## config.mk

```make
export PLATFORM = sky130hd
export DESIGN_NAME = nonpreemptive_priority_scheduler
export DESIGN_NICKNAME = d
export VERILOG_FILES = /design/src/sv/nps_pkg.sv /design/src/sv/nps_ram.sv /design/src/sv/nonpreemptive_priority_scheduler.sv
export SDC_FILE = /design/constraint.sdc
export NUM_CORES = 2
export LEC_CHECK = 0
export BUFFER_PORTS_ARGS = -buffer_cell sky130_fd_sc_hd__buf_2
export CORE_MARGIN = 8
export CORE_UTILIZATION = 67
export DETAILED_ROUTE_END_ITERATION = 6
export HOLD_SLACK_MARGIN = 0.1
export PLACE_DENSITY = 0.85
export SLEW_MARGIN = 10
export SYNTH_ARGS = -nofsm -noshare
export SYNTH_HDL_FRONTEND = slang
export SYNTH_SLANG_ARGS = --single-unit
```

## constraint.sdc

```tcl
create_clock -name clock -period 8.3 [get_ports clock]
set_clock_uncertainty 0.05 [all_clocks]
set_input_delay 0.415 -clock clock [delete_from_list [all_inputs] [get_ports clock]]
set_output_delay 0.415 -clock clock [all_outputs]
set_load 0.01 [all_outputs]
```

## src/sv/nps_pkg.sv

```systemverilog
// Package for the nonpreemptive priority scheduler.
// Holds item structs, the task table entry, state codes and fixed widths.
// No dependencies.
`default_nettype none

package nps_pkg;

   localparam int SLOT_W  = 4;
   localparam int TIME_W  = 16;
   localparam int PRIO_W  = 8;
   localparam int CLOCK_W = 21;

   localparam logic [CLOCK_W-1:0] CLOCK_MAX = '1;

   // Item codes
   localparam logic MODE_LOAD = 1'b0;
   localparam logic MODE_TICK = 1'b1;

   typedef struct packed {
      logic              mode;
      logic [SLOT_W-1:0] slot;
      logic [TIME_W-1:0] arrival_time;
      logic [TIME_W-1:0] burst_time;
      logic [PRIO_W-1:0] priority_req;
   } req_type;

   typedef struct packed {
      logic [SLOT_W-1:0]  running_slot;
      logic               idle;
      logic [CLOCK_W-1:0] clock_now;
      logic               finished;
      logic [CLOCK_W-1:0] turnaround;
      logic [CLOCK_W-1:0] waiting;
   } rsp_type;

   // One task slot as held in the table memory
   typedef struct packed {
      logic [TIME_W-1:0] arrival;
      logic [TIME_W-1:0] burst;
      logic [TIME_W-1:0] remaining;
      logic [PRIO_W-1:0] prio;
   } task_entry_type;

   localparam int ENTRY_W = $bits(task_entry_type);

   typedef enum logic [2:0] {
      ST_IDLE,
      ST_READ,
      ST_SCAN,
      ST_SCAN_END,
      ST_EXEC,
      ST_FIN
   } sched_state_type;

endpackage

`default_nettype wire

```

## src/sv/nps_ram.sv

```systemverilog
// Generic single-port-write, single-port-read RAM with registered read data.
// Standalone; no package dependency.
`default_nettype none

module nps_ram #(
   parameter int WIDTH = 8,
   parameter int DEPTH = 16
) (
   input  wire logic                     clock,
   input  wire logic                     wr_en,
   input  wire logic [$clog2(DEPTH)-1:0] wr_addr,
   input  wire logic [WIDTH-1:0]         wr_data,
   input  wire logic                     rd_en,
   input  wire logic [$clog2(DEPTH)-1:0] rd_addr,
   output logic      [WIDTH-1:0]         rd_data
);

   logic [WIDTH-1:0] mem_ff [DEPTH];
   logic [WIDTH-1:0] rd_data_ff;

   // Write port
   always_ff @(posedge clock) begin
      if (wr_en) begin
         mem_ff[wr_addr] <= wr_data;
      end
   end

   // Registered read port
   always_ff @(posedge clock) begin
      if (rd_en) begin
         rd_data_ff <= mem_ff[rd_addr];
      end
   end

   assign rd_data = rd_data_ff;

endmodule

`default_nettype wire

```

## src/sv/nonpreemptive_priority_scheduler.sv

```systemverilog
// Nonpreemptive priority scheduler: top level with control sequencer.
// Depends on nps_pkg and nps_ram (task table memory).
//
// Usage:
//   req channel carries load items (mode 0: write one task slot) and tick
//   items (mode 1: advance time one unit). rsp channel returns exactly one
//   result item per request item, in order.
//   A load is answered in the cycle after it is accepted. A tick while a task
//   runs reads the running slot, then updates it, with a further step when
//   the task finishes to form its waiting time. A tick with no task running
//   scans the table one slot per cycle through the memory read port, then
//   runs the picked task, with a further step to form its waiting time when
//   it finishes at once.
//   One item is worked on at a time; req_stall is high while a tick is in
//   progress or while a result item waits on a stalled rsp channel.
//   The output register frees the request side as soon as the result leaves.
//   Reset clears the clock, the running flag and the per-slot valid bits, so
//   every slot reads as empty until loaded; no clearing pass is needed.
//   While rsp_stall is high with a result held, that result item holds and no new item is taken.
`default_nettype none

module nonpreemptive_priority_scheduler #(
   parameter int MAX_TASKS = 16
) (
   input  wire logic             clock,
   input  wire logic             reset,
   input  wire logic             req_valid,
   output logic                  req_stall,
   input  wire nps_pkg::req_type req_item,
   output logic                  rsp_valid,
   input  wire logic             rsp_stall,
   output nps_pkg::rsp_type      rsp_item
);

   import nps_pkg::*;

   localparam int IDX_W = $clog2(MAX_TASKS);

   sched_state_type  state_ff, state_in;
   logic             busy_ff, busy_in;
   logic [IDX_W-1:0] cur_ff, cur_in;
   logic [CLOCK_W-1:0] tick_ff, tick_in;
   logic [IDX_W-1:0] cnt_ff, cnt_in;
   logic             cmp_vld_ff, cmp_vld_in;
   logic [IDX_W-1:0] cmp_idx_ff, cmp_idx_in;
   logic             found_ff, found_in;
   task_entry_type   w_ff, w_in;
   logic [IDX_W-1:0] w_idx_ff, w_idx_in;
   logic [CLOCK_W-1:0] tat_ff, tat_in;
   logic             rsp_valid_ff, rsp_valid_in;
   rsp_type          rsp_item_ff, rsp_item_in;
   logic [MAX_TASKS-1:0] valid_ff, valid_in;
   logic             rd_valid_ff;

   logic             accept;
   logic             out_free;
   logic             load_hit;
   logic             wr_en, rd_en;
   logic [IDX_W-1:0] wr_addr, rd_addr;
   task_entry_type   wr_data;
   logic [ENTRY_W-1:0] rd_raw;
   task_entry_type   ent;
   logic             eligible, take;
   logic [CLOCK_W-1:0] tick_next;
   logic [TIME_W-1:0]  rem_next;
   logic [CLOCK_W-1:0] arr_ext, bst_ext;

   // Task table
   nps_ram #(
      .WIDTH (ENTRY_W),
      .DEPTH (MAX_TASKS)
   ) u_table (
      .clock   (clock),
      .wr_en   (wr_en),
      .wr_addr (wr_addr),
      .wr_data (wr_data),
      .rd_en   (rd_en),
      .rd_addr (rd_addr),
      .rd_data (rd_raw)
   );

   // Handshake
   assign out_free  = !rsp_valid_ff || !rsp_stall;
   assign req_stall = (state_ff != ST_IDLE) || !out_free;
   assign accept    = req_valid && !req_stall;
   assign load_hit  = 32'(req_item.slot) < 32'(MAX_TASKS);

   // Unloaded slots read as empty
   assign ent = rd_valid_ff ? task_entry_type'(rd_raw) : '0;

   // Selection compare for the entry returned by the last scan read
   assign eligible = (CLOCK_W'(ent.arrival) <= tick_ff) && (ent.remaining != '0);
   assign take     = cmp_vld_ff && eligible && (!found_ff || (ent.prio < w_ff.prio));

   assign tick_next = (tick_ff == CLOCK_MAX) ? tick_ff : tick_ff + CLOCK_W'(1);
   assign rem_next  = w_ff.remaining - TIME_W'(1);
   assign arr_ext   = CLOCK_W'(w_ff.arrival);
   assign bst_ext   = CLOCK_W'(w_ff.burst);

   // Next state, memory access and result formation
   always_comb begin
      state_in     = state_ff;
      busy_in      = busy_ff;
      cur_in       = cur_ff;
      tick_in      = tick_ff;
      cnt_in       = cnt_ff;
      cmp_vld_in   = 1'b0;
      cmp_idx_in   = cnt_ff;
      found_in     = found_ff;
      w_in         = w_ff;
      w_idx_in     = w_idx_ff;
      tat_in       = tat_ff;
      valid_in     = valid_ff;
      rsp_valid_in = rsp_valid_ff && rsp_stall;
      rsp_item_in  = rsp_item_ff;
      wr_en        = 1'b0;
      wr_addr      = w_idx_ff;
      wr_data      = '{arrival: w_ff.arrival, burst: w_ff.burst,
                       remaining: rem_next, prio: w_ff.prio};
      rd_en        = 1'b0;
      rd_addr      = cnt_ff;

      // Keep the best candidate seen so far during a scan
      if (take) begin
         found_in = 1'b1;
         w_in     = ent;
         w_idx_in = cmp_idx_ff;
      end

      case (state_ff)
         ST_IDLE: begin
            if (accept) begin
               if (req_item.mode == MODE_LOAD) begin
                  if (load_hit) begin
                     wr_en   = 1'b1;
                     wr_addr = IDX_W'(req_item.slot);
                     wr_data = '{arrival: req_item.arrival_time,
                                 burst: req_item.burst_time,
                                 remaining: req_item.burst_time,
                                 prio: req_item.priority_req};
                     valid_in[IDX_W'(req_item.slot)] = 1'b1;
                     // Drop the run when its slot is rewritten
                     if (busy_ff && (32'(cur_ff) == 32'(req_item.slot))) begin
                        busy_in = 1'b0;
                     end
                  end
                  rsp_valid_in = 1'b1;
                  rsp_item_in  = '{running_slot: '0, idle: 1'b1, clock_now: tick_ff,
                                   finished: 1'b0, turnaround: '0, waiting: '0};
               end else if (busy_ff) begin
                  rd_en    = 1'b1;
                  rd_addr  = cur_ff;
                  state_in = ST_READ;
               end else begin
                  found_in = 1'b0;
                  cnt_in   = '0;
                  state_in = ST_SCAN;
               end
            end
         end
         ST_READ: begin
            w_in     = ent;
            w_idx_in = cur_ff;
            found_in = 1'b1;
            state_in = ST_EXEC;
         end
         ST_SCAN: begin
            rd_en      = 1'b1;
            rd_addr    = cnt_ff;
            cmp_vld_in = 1'b1;
            cmp_idx_in = cnt_ff;
            cnt_in     = cnt_ff + IDX_W'(1);
            if (cnt_ff == IDX_W'(MAX_TASKS - 1)) begin
               state_in = ST_SCAN_END;
            end
         end
         ST_SCAN_END: begin
            state_in = ST_EXEC;
         end
         ST_EXEC: begin
            tick_in = tick_next;
            if (found_ff) begin
               wr_en   = 1'b1;
               cur_in  = w_idx_ff;
               busy_in = (rem_next != '0);
               if (rem_next == '0) begin
                  tat_in   = (tick_next >= arr_ext) ? tick_next - arr_ext : '0;
                  state_in = ST_FIN;
               end else begin
                  rsp_valid_in = 1'b1;
                  rsp_item_in  = '{running_slot: SLOT_W'(w_idx_ff), idle: 1'b0,
                                   clock_now: tick_next, finished: 1'b0,
                                   turnaround: '0, waiting: '0};
                  state_in     = ST_IDLE;
               end
            end else begin
               rsp_valid_in = 1'b1;
               rsp_item_in  = '{running_slot: '0, idle: 1'b1, clock_now: tick_next,
                                finished: 1'b0, turnaround: '0, waiting: '0};
               state_in     = ST_IDLE;
            end
         end
         ST_FIN: begin
            rsp_valid_in = 1'b1;
            rsp_item_in  = '{running_slot: SLOT_W'(w_idx_ff), idle: 1'b0,
                             clock_now: tick_ff, finished: 1'b1, turnaround: tat_ff,
                             waiting: (tat_ff >= bst_ext) ? tat_ff - bst_ext : '0};
            state_in     = ST_IDLE;
         end
         default: begin
            state_in = ST_IDLE;
         end
      endcase
   end

   // Control registers
   always_ff @(posedge clock) begin
      if (reset) begin
         state_ff     <= ST_IDLE;
         busy_ff      <= 1'b0;
         cur_ff       <= '0;
         tick_ff      <= '0;
         cmp_vld_ff   <= 1'b0;
         found_ff     <= 1'b0;
         valid_ff     <= '0;
         rd_valid_ff  <= 1'b0;
         rsp_valid_ff <= 1'b0;
      end else begin
         state_ff     <= state_in;
         busy_ff      <= busy_in;
         cur_ff       <= cur_in;
         tick_ff      <= tick_in;
         cmp_vld_ff   <= cmp_vld_in;
         found_ff     <= found_in;
         valid_ff     <= valid_in;
         if (rd_en) begin
            rd_valid_ff <= valid_ff[rd_addr];
         end
         rsp_valid_ff <= rsp_valid_in;
      end
   end

   // Payload registers
   always_ff @(posedge clock) begin
      cnt_ff      <= cnt_in;
      cmp_idx_ff  <= cmp_idx_in;
      w_ff        <= w_in;
      w_idx_ff    <= w_idx_in;
      tat_ff      <= tat_in;
      rsp_item_ff <= rsp_item_in;
   end

   assign rsp_valid = rsp_valid_ff;
   assign rsp_item  = rsp_item_ff;

   // A result never overwrites one that is still held
   a_no_result_in_flight: assert property (@(posedge clock) disable iff (reset)
      (state_ff != ST_IDLE) |-> !rsp_valid_ff)
      else $error("result register occupied while a tick is in progress");

   // A finished task always reports as running
   a_finish_not_idle: assert property (@(posedge clock) disable iff (reset)
      rsp_valid_ff |-> !(rsp_item_ff.finished && rsp_item_ff.idle))
      else $error("finished result flagged idle");

   // Time never runs backward
   a_clock_monotonic: assert property (@(posedge clock) disable iff (reset)
      1'b1 |=> (tick_ff >= $past(tick_ff)))
      else $error("tick count decreased");

   // The running slot is always a loaded slot
   a_busy_valid_slot: assert property (@(posedge clock) disable iff (reset)
      busy_ff |-> valid_ff[cur_ff])
      else $error("running slot was never loaded");

endmodule

`default_nettype wire
```

**After elaboration in Yosys (flattened, before gate mapping)**

Memory sizes are Yosys's and may differ from the RTL's. A register that Yosys moved wholly into a read port is not among the register bits.
Index checks and enable logic that the tools add are counted.

- Memories: 1
- Input bits: 49
- Bits in writable memories: 896
- Word-level logic and storage cells: 149
- Output and inout port bits: 71
- Bits in registers: 207

Memory list:

| name | words | width | read ports | clocked after memory_dff | wr ports | line | text |
|---|---|---|---|---|---|---|---|
| u_table.mem_ff | 16 | 56 | 1 | 1 | 1 | nps_ram.sv:18 | `logic [WIDTH-1:0] mem_ff [DEPTH];` |

- Bitwise operators: 2
- Muxes and demuxes: 63
- Add/subtract/negate cells: 5
- Magnitude comparators: 7
- Equality and inequality tests: 16
- Reduce and logical (&&, ||, !) cells: 32

Operators by type and width:

| cell | count |
|---|---|
| 56-bit two-way mux | 6 |
| 69-bit two-way mux | 4 |
| 69-bit case mux with 3 select lines | 1 |
| 4-bit two-way mux | 12 |
| 21-bit by 16-bit >= comparator with 1-bit output | 2 |
| 21-bit two-way mux | 2 |
| 21-bit by 16-bit subtractor with 21-bit output | 2 |
| 16-bit nonzero test | 2 |
| 1-bit two-way mux | 23 |
| 21-bit by 1-bit adder with 21-bit output, second input constant | 1 |
| 21-bit == test, second input constant | 1 |
| 16-bit by 21-bit <= comparator with 1-bit output | 1 |
| 16-bit zero test | 1 |
| 16-bit OR | 1 |
| 16-bit by 1-bit subtractor with 16-bit output, second input constant | 1 |
| 3-bit two-way mux | 5 |
| 2-bit != test, second input constant | 7 |
| 3-bit case mux with 4 select lines | 1 |
| 4-bit by 5-bit < comparator with 1-bit output, second input constant | 2 |
| 3-bit AND reduction | 3 |
| 8-bit < comparator | 1 |
| 1-bit case mux with 2 select lines | 4 |
| 4-bit case mux with 2 select lines | 1 |
| 4-bit AND reduction | 2 |
| 22 further kinds | 39 |

**Logic depth before layout (Yosys ltp)**

- Word-level depth: 10
- Depth in mapped cells: 18

**Cells and area by module**

A second synthesis with hierarchy kept.

- Cell total of the unflattened synthesis: 2637
- Area, all modules: 47026.4 um^2

Modules (own cells, without submodules):

| module | cells each | instances | area each (um^2) | sequential area each (um^2) |
|---|---|---|---|---|
| nps_ram | 1445 | 1 | 35238.8 | 28587.4 |
| nonpreemptive_priority_scheduler | 1192 | 1 | 11787.6 | 5685.5 |

**Worst setup path after synthesis**

No wires, ideal clock.

- Path kind: register to register
- Start point: register rsp_valid_ff, in the netlist rsp_valid
- End point: memory u_table.mem_ff[0][0] (netlist name) (enable)
- Required time: 7.780 ns
- Setup time: 0.470 ns
- Arrival time: 4.277 ns
- Slack: 3.502 ns
- Cell stages (with the launch flop): 8
- Path buffers: 1
- Cell sequence: dfxtp_1 a2111oi_4 nand2_1 or2_2 clkbuf_1 nor3_1 a21oi_1 nor2_1

- Cells in the longest elaborated chain, start to end: 10
- Elaborated cells on any way between the ends: 12

Ends and longest elaborated chain:

| element | line | text |
|---|---|---|
| start: declaration | nonpreemptive_priority_scheduler.sv:50 | `logic rsp_valid_ff, rsp_valid_in;` |
| start signal: assignment | nonpreemptive_priority_scheduler.sv:239 | `rsp_valid_ff <= rsp_valid_in;` |
| 1-bit zero test * | nonpreemptive_priority_scheduler.sv:83 | `assign out_free = !rsp_valid_ff \|\| !rsp_stall;` |
| 1-bit logical OR * | nonpreemptive_priority_scheduler.sv:83 |  |
| 1-bit zero test * | nonpreemptive_priority_scheduler.sv:84 | `assign req_stall = (state_ff != ST_IDLE) \|\| !out_free;` |
| 1-bit logical OR * | nonpreemptive_priority_scheduler.sv:84 |  |
| 1-bit zero test * | nonpreemptive_priority_scheduler.sv:85 | `assign accept = req_valid && !req_stall;` |
| 1-bit logical AND * | nonpreemptive_priority_scheduler.sv:85 |  |
| 1-bit two-way mux | nonpreemptive_priority_scheduler.sv:132 | `if (accept) begin` |
| 1-bit case mux with 2 select lines | nonpreemptive_priority_scheduler.sv:130 | `case (state_ff)` |
| 1-bit two-way mux | nps_ram.sv:23 | `if (wr_en) begin` |
| 1-bit two-way mux (implied by the code) | nps_ram.sv:24 | `mem_ff[wr_addr] <= wr_data;` |
| end: declaration | nps_ram.sv:18 |  |

Mark *: on every way between the ends. The rest lies on a longest branch, timed or not.

**Worst setup path after layout**

- Start point: register tick_ff[0]
- End point: register tat_ff[20] (data pin)

- Cells in the longest elaborated chain, start to end: 3
- Elaborated cells on any way between the ends: 5

Ends and longest elaborated chain:

| element | line | text |
|---|---|---|
| start: declaration | nonpreemptive_priority_scheduler.sv:42 | `logic [CLOCK_W-1:0] tick_ff, tick_in;` |
| start signal: assignment | nonpreemptive_priority_scheduler.sv:232 | `tick_ff <= tick_in;` |
| 21-bit by 1-bit adder with 21-bit output or 21-bit == test (tied branches) | nonpreemptive_priority_scheduler.sv:95 | `assign tick_next = (tick_ff == CLOCK_MAX) ? tick_ff : tick_ff + CLOCK_W'(1);` |
| 21-bit two-way mux * | nonpreemptive_priority_scheduler.sv:95 |  |
| 21-bit by 16-bit subtractor with 21-bit output or 21-bit by 16-bit >= comparator with 1-bit output (tied branches) | nonpreemptive_priority_scheduler.sv:187 | `tat_in = (tick_next >= arr_ext) ? tick_next - arr_ext : '0;` |
| end signal: assignment | nonpreemptive_priority_scheduler.sv:249 | `tat_ff <= tat_in;` |
| end: declaration | nonpreemptive_priority_scheduler.sv:49 | `logic [CLOCK_W-1:0] tat_ff, tat_in;` |

Marked as above.
A chain may end at the register's enable or synchronous reset.

==> metrics.csv <==
stage,metric,value,unit
yosys,Mapped Nets,3329,
timing,final slew viol count,0,
power_and_ir_drop,Power Total,12.19,mW
layout,Multi-input gate area,12290,um2
flow_run,Max-Cap Viols,0,
routing,Iter 0 DRT Violations,4722,
critical_path,crit path buf inv count,1,
yosys,synthesized-area fraction occupied by adder cells,0.01644,
timing,Final Setup Violations,0,
placement,Final GP Congestion,0.9330,
power_and_ir_drop,P_leak,17.88,nW
power_and_ir_drop,Sw Pwr,2.724,mW
routing,vias,30008,
power_and_ir_drop,Pint,9.462,mW
die,Die X,281.8,um
placement,# port buffers,119,
routing,Final ANT Viol Nets,0,
cts,H-tree depth,3,
routing,First-pass DRT Iterations,7,
critical_path,CP cell instances,"ha_1, nand4_1, or3_1, nor3_2, xor2_1, ha_1, inv_1, fa_1, a21o_1, a221oi_1, o21ai_0, a221o_1, a221oi_1, a31oi_1, a31o_2",
die,# IOs,120,
yosys,cell area after synthesis,47350,um2
routing,DR vias/cell,6.850,
power_and_ir_drop,Comb power frac,0.065,
global_routing,first-pass GRT wire length,184.0,mm
yosys,most common cell in the synthesized netlist,edfxtp_1,
die,Initial Utilization,0.6761,
die,Die ar.,79430,um2
timing,normalized max-slew margin,0.1891,
yosys,synth warn,0,
power_and_ir_drop,Sw Share,0.2236,
yosys,Mean Syn Cell Area,14.71,um2
cts,clock latency on the worst-skew pair,0.69,ns
cts,"Clk pin slew, worst setup/hold paths",0.06,ns
layout,final net count,3464,
cts,CTS tree,built,
routing,WL final,125.7,mm
critical_path,Worst R2R Setup Slack,2.71,ns
timing,final setup margin,2.710,ns
timing,Fmax,178.9,MHz
critical_path,Worst setup EP type,flop,
critical_path,Worst Setup Path Type,flop to flop,
yosys,Synth Instances,3219,
global_routing,maximum number of pins on one net before global-route repair,227,
yosys,"top cells by count, synth","1106 x edfxtp_1, 551 x nand2_1, 242 x nand3_1",
routing,# DRC,0,
layout,register area,34270,um2
global_routing,initial antenna violation count,2,
placement,HPWL after DPL,68.21,mm
critical_path,largest delay contributor family on the critical path,compound AO/OA/AOI/OAI gates,
yosys,top cell type's share of synthesized area,0.7015,
cts,# resized after CTS,0,
layout,fillcell total,3778,
timing,Fin. Hold Viols,0,
cts,CTS Buf Count,110,
layout,P&R area growth vs syn,11.10,%
timing,Final min period,5.590,ns
yosys,Async SR Flop Fraction,0,
critical_path,WP data required,8.69,ns
yosys,Seq cells post-synth,1159,
critical_path,worst-path maximum fanout,8,
power_and_ir_drop,Max IR drop VDD,0.2261,mV
critical_path,CP max stage cell,a221oi_1,
cts,Root Buffer,clkbuf_16,
global_routing,GRT overflow,0,
layout,share of post-route cells with drive strength above 1,0.1462,
layout,ANT cells,0,
yosys,Area contributors post-synth,"edfxtp_1 70%, mux4_2 5.3%, nand2_1 4.4%",
power_and_ir_drop,sequential share of power,0.535,
yosys,Post-synth EDFFs,1106,
yosys,post-synthesis xor/xnor area fraction,0.01461,
critical_path,critical path arrival,5.98,ns
worst_hold_path,Hold Crit Class,input pin to flop,
timing,RSZ-0062 raised after global routing,false,
cts,Clock Sinks,1159,
critical_path,Startpoint Class,flop,
timing,fin crit share,0.6735,
yosys,fraction of synthesized area in multiplexers,0.05938,
power_and_ir_drop,PD cells,231.7,nW/um2
placement,pre-CTS WS,2.643,ns
yosys,Yosys cell types,70,
power_and_ir_drop,Clock Power Share,0.400,
outcome,status,"complete, no violations",
critical_path,CP peak stage delay,0.72,ns
yosys,sequential fraction of the synthesis area,0.7239,
die,core area,70030,um2
yosys,simple-gate share of the synthesized area,0.1189,
timing,Worst Tran Pin Value,1.216,ns
global_routing,vias in the first global route,30034,
yosys,predominant post-synthesis flop cell,edfxtp_1,
cts,Clock Path Buffers,3,
die,FP Rows,97,
yosys,complex-gate fraction of the synthesized area,0.04553,
die,Die Ht,281.8,um
routing,routed len/inst,28.69,um
timing,setup TNS,0,ns
timing,hold_ws,0.1201,ns
yosys,largest family of logic cells by synthesized area,simple AND/OR/NAND/NOR gates,
yosys,Synth area leader,edfxtp_1,
global_routing,GRT Overall Usage,0.3124,
cells by family after synthesis:
logic type | count (synthesis)
AOI/OAI and AO/OA | 339
xor gates and xnor gates | 79
adders and majority gates | 61
buffers and inverters | 234
DFF | 1159
muxes | 138
and+or+nand+nor | 1209
path summary, 6_finish.rpt:
| kind | endpoint | startpoint | depth (start not counted) |
|---|---|---|---|
| min reg2reg | valid_ff[0]$_SDFFE_PP0P_ | valid_ff[0]$_SDFFE_PP0P_ | 2 |
| max | tat_ff[20]$_SDFFCE_PN0P_ | tick_ff[0]$_SDFFE_PP0P_ | 15 |
| min | u_table.mem_ff[0][30]$_DFFE_PP_ | req_item[14] | 3 |
| max reg2reg | tat_ff[20]$_SDFFCE_PN0P_ | tick_ff[0]$_SDFFE_PP0P_ | 15 |
cells in the final DEF, fill, tap and decap left out, types with 59 or more instances in the layout:
cell | netlist | layout
and2_1 | 89 | 88
buf_2 | 42 | 119
buf_4 | 16 | 60
clkbuf_16 | 0 | 111
edfxtp_1 | 1106 | 1106
ha_1 | 59 | 59
inv_1 | 71 | 71
mux4_2 | 112 | 112
nand2_1 | 551 | 550
nand3_1 | 242 | 242
nand4_1 | 75 | 75
nor2_1 | 130 | 111
o21ai_0 | 113 | 86
xnor2_1 | 60 | 60
layer usage:
| layer | vias up | GRT usage | wire (um) | part of all wire |
|---|---|---|---|---|
| met4 | 2 | 0.1691 | 7090 | 0.056 |
| met2 | 2540 | 0.5057 | 59710 | 0.48 |
| met3 | 499 | 0.07529 | 16510 | 0.13 |
| li1 | 12387 | - | - | - |
| met5 | - | 0 | 13 | 0.00010 |
| met1 | 14580 | 0.3917 | 42350 | 0.34 |
power by group through the flow:
| stage | sequential [mW] | clock [mW] | combinational, mW |
|---|---|---|---|
| finish | 6.52 | 4.87 | 0.795 |
| global route | 6.52 | 5.11 | 0.836 |
| CTS | 6.52 | 4.89 | 0.774 |
| detailed placement | 6.64 | 0 | 0.757 |
| global placement | 6.64 | 0 | 0.717 |
| floorplan | 6.64 | 0 | 0.498 |
cell type report:
class	instances	area share
flip-flops and latches	1159	0.6516
multi-input cells	1826	0.2337
clock buffers	134	0.05445
well taps	940	0.02236
repair buffers	186	0.02179
clock inverters	65	0.01104
inverters	71	0.005066
through the flow:
step           utilization  cells  area (um2)
6_report            0.7511   4381       52600
5_1_grt             0.7511   4381       52600
4_1_cts             0.7507   4377       52570
3_5_place_dp        0.7009   4174       49090
3_3_place_gp        0.7009   4174       49090
2_1_floorplan            -   3219       47350
tightest hold or removal path, cell delays in order:
cell and delay, ns:
buf_2 0.12, nand2_1 0.07, o21ai_1 0.11
what timing repair did:
item,4_1_cts,5_1_grt
hold buffers,4,0
endpoints found under the hold margin,5,0
setup buffers,0,0
setup endpoints to repair,0,0
registers in the layout, summed over array words and instances, names as in the netlist, 21 cells and up:
signal	cells
tick_ff	21
u_table.mem_ff	896
tat_ff	21
u_table.rd_data	56
w_ff	24
rsp_item	69
Power figures use the tool's default switching activity.
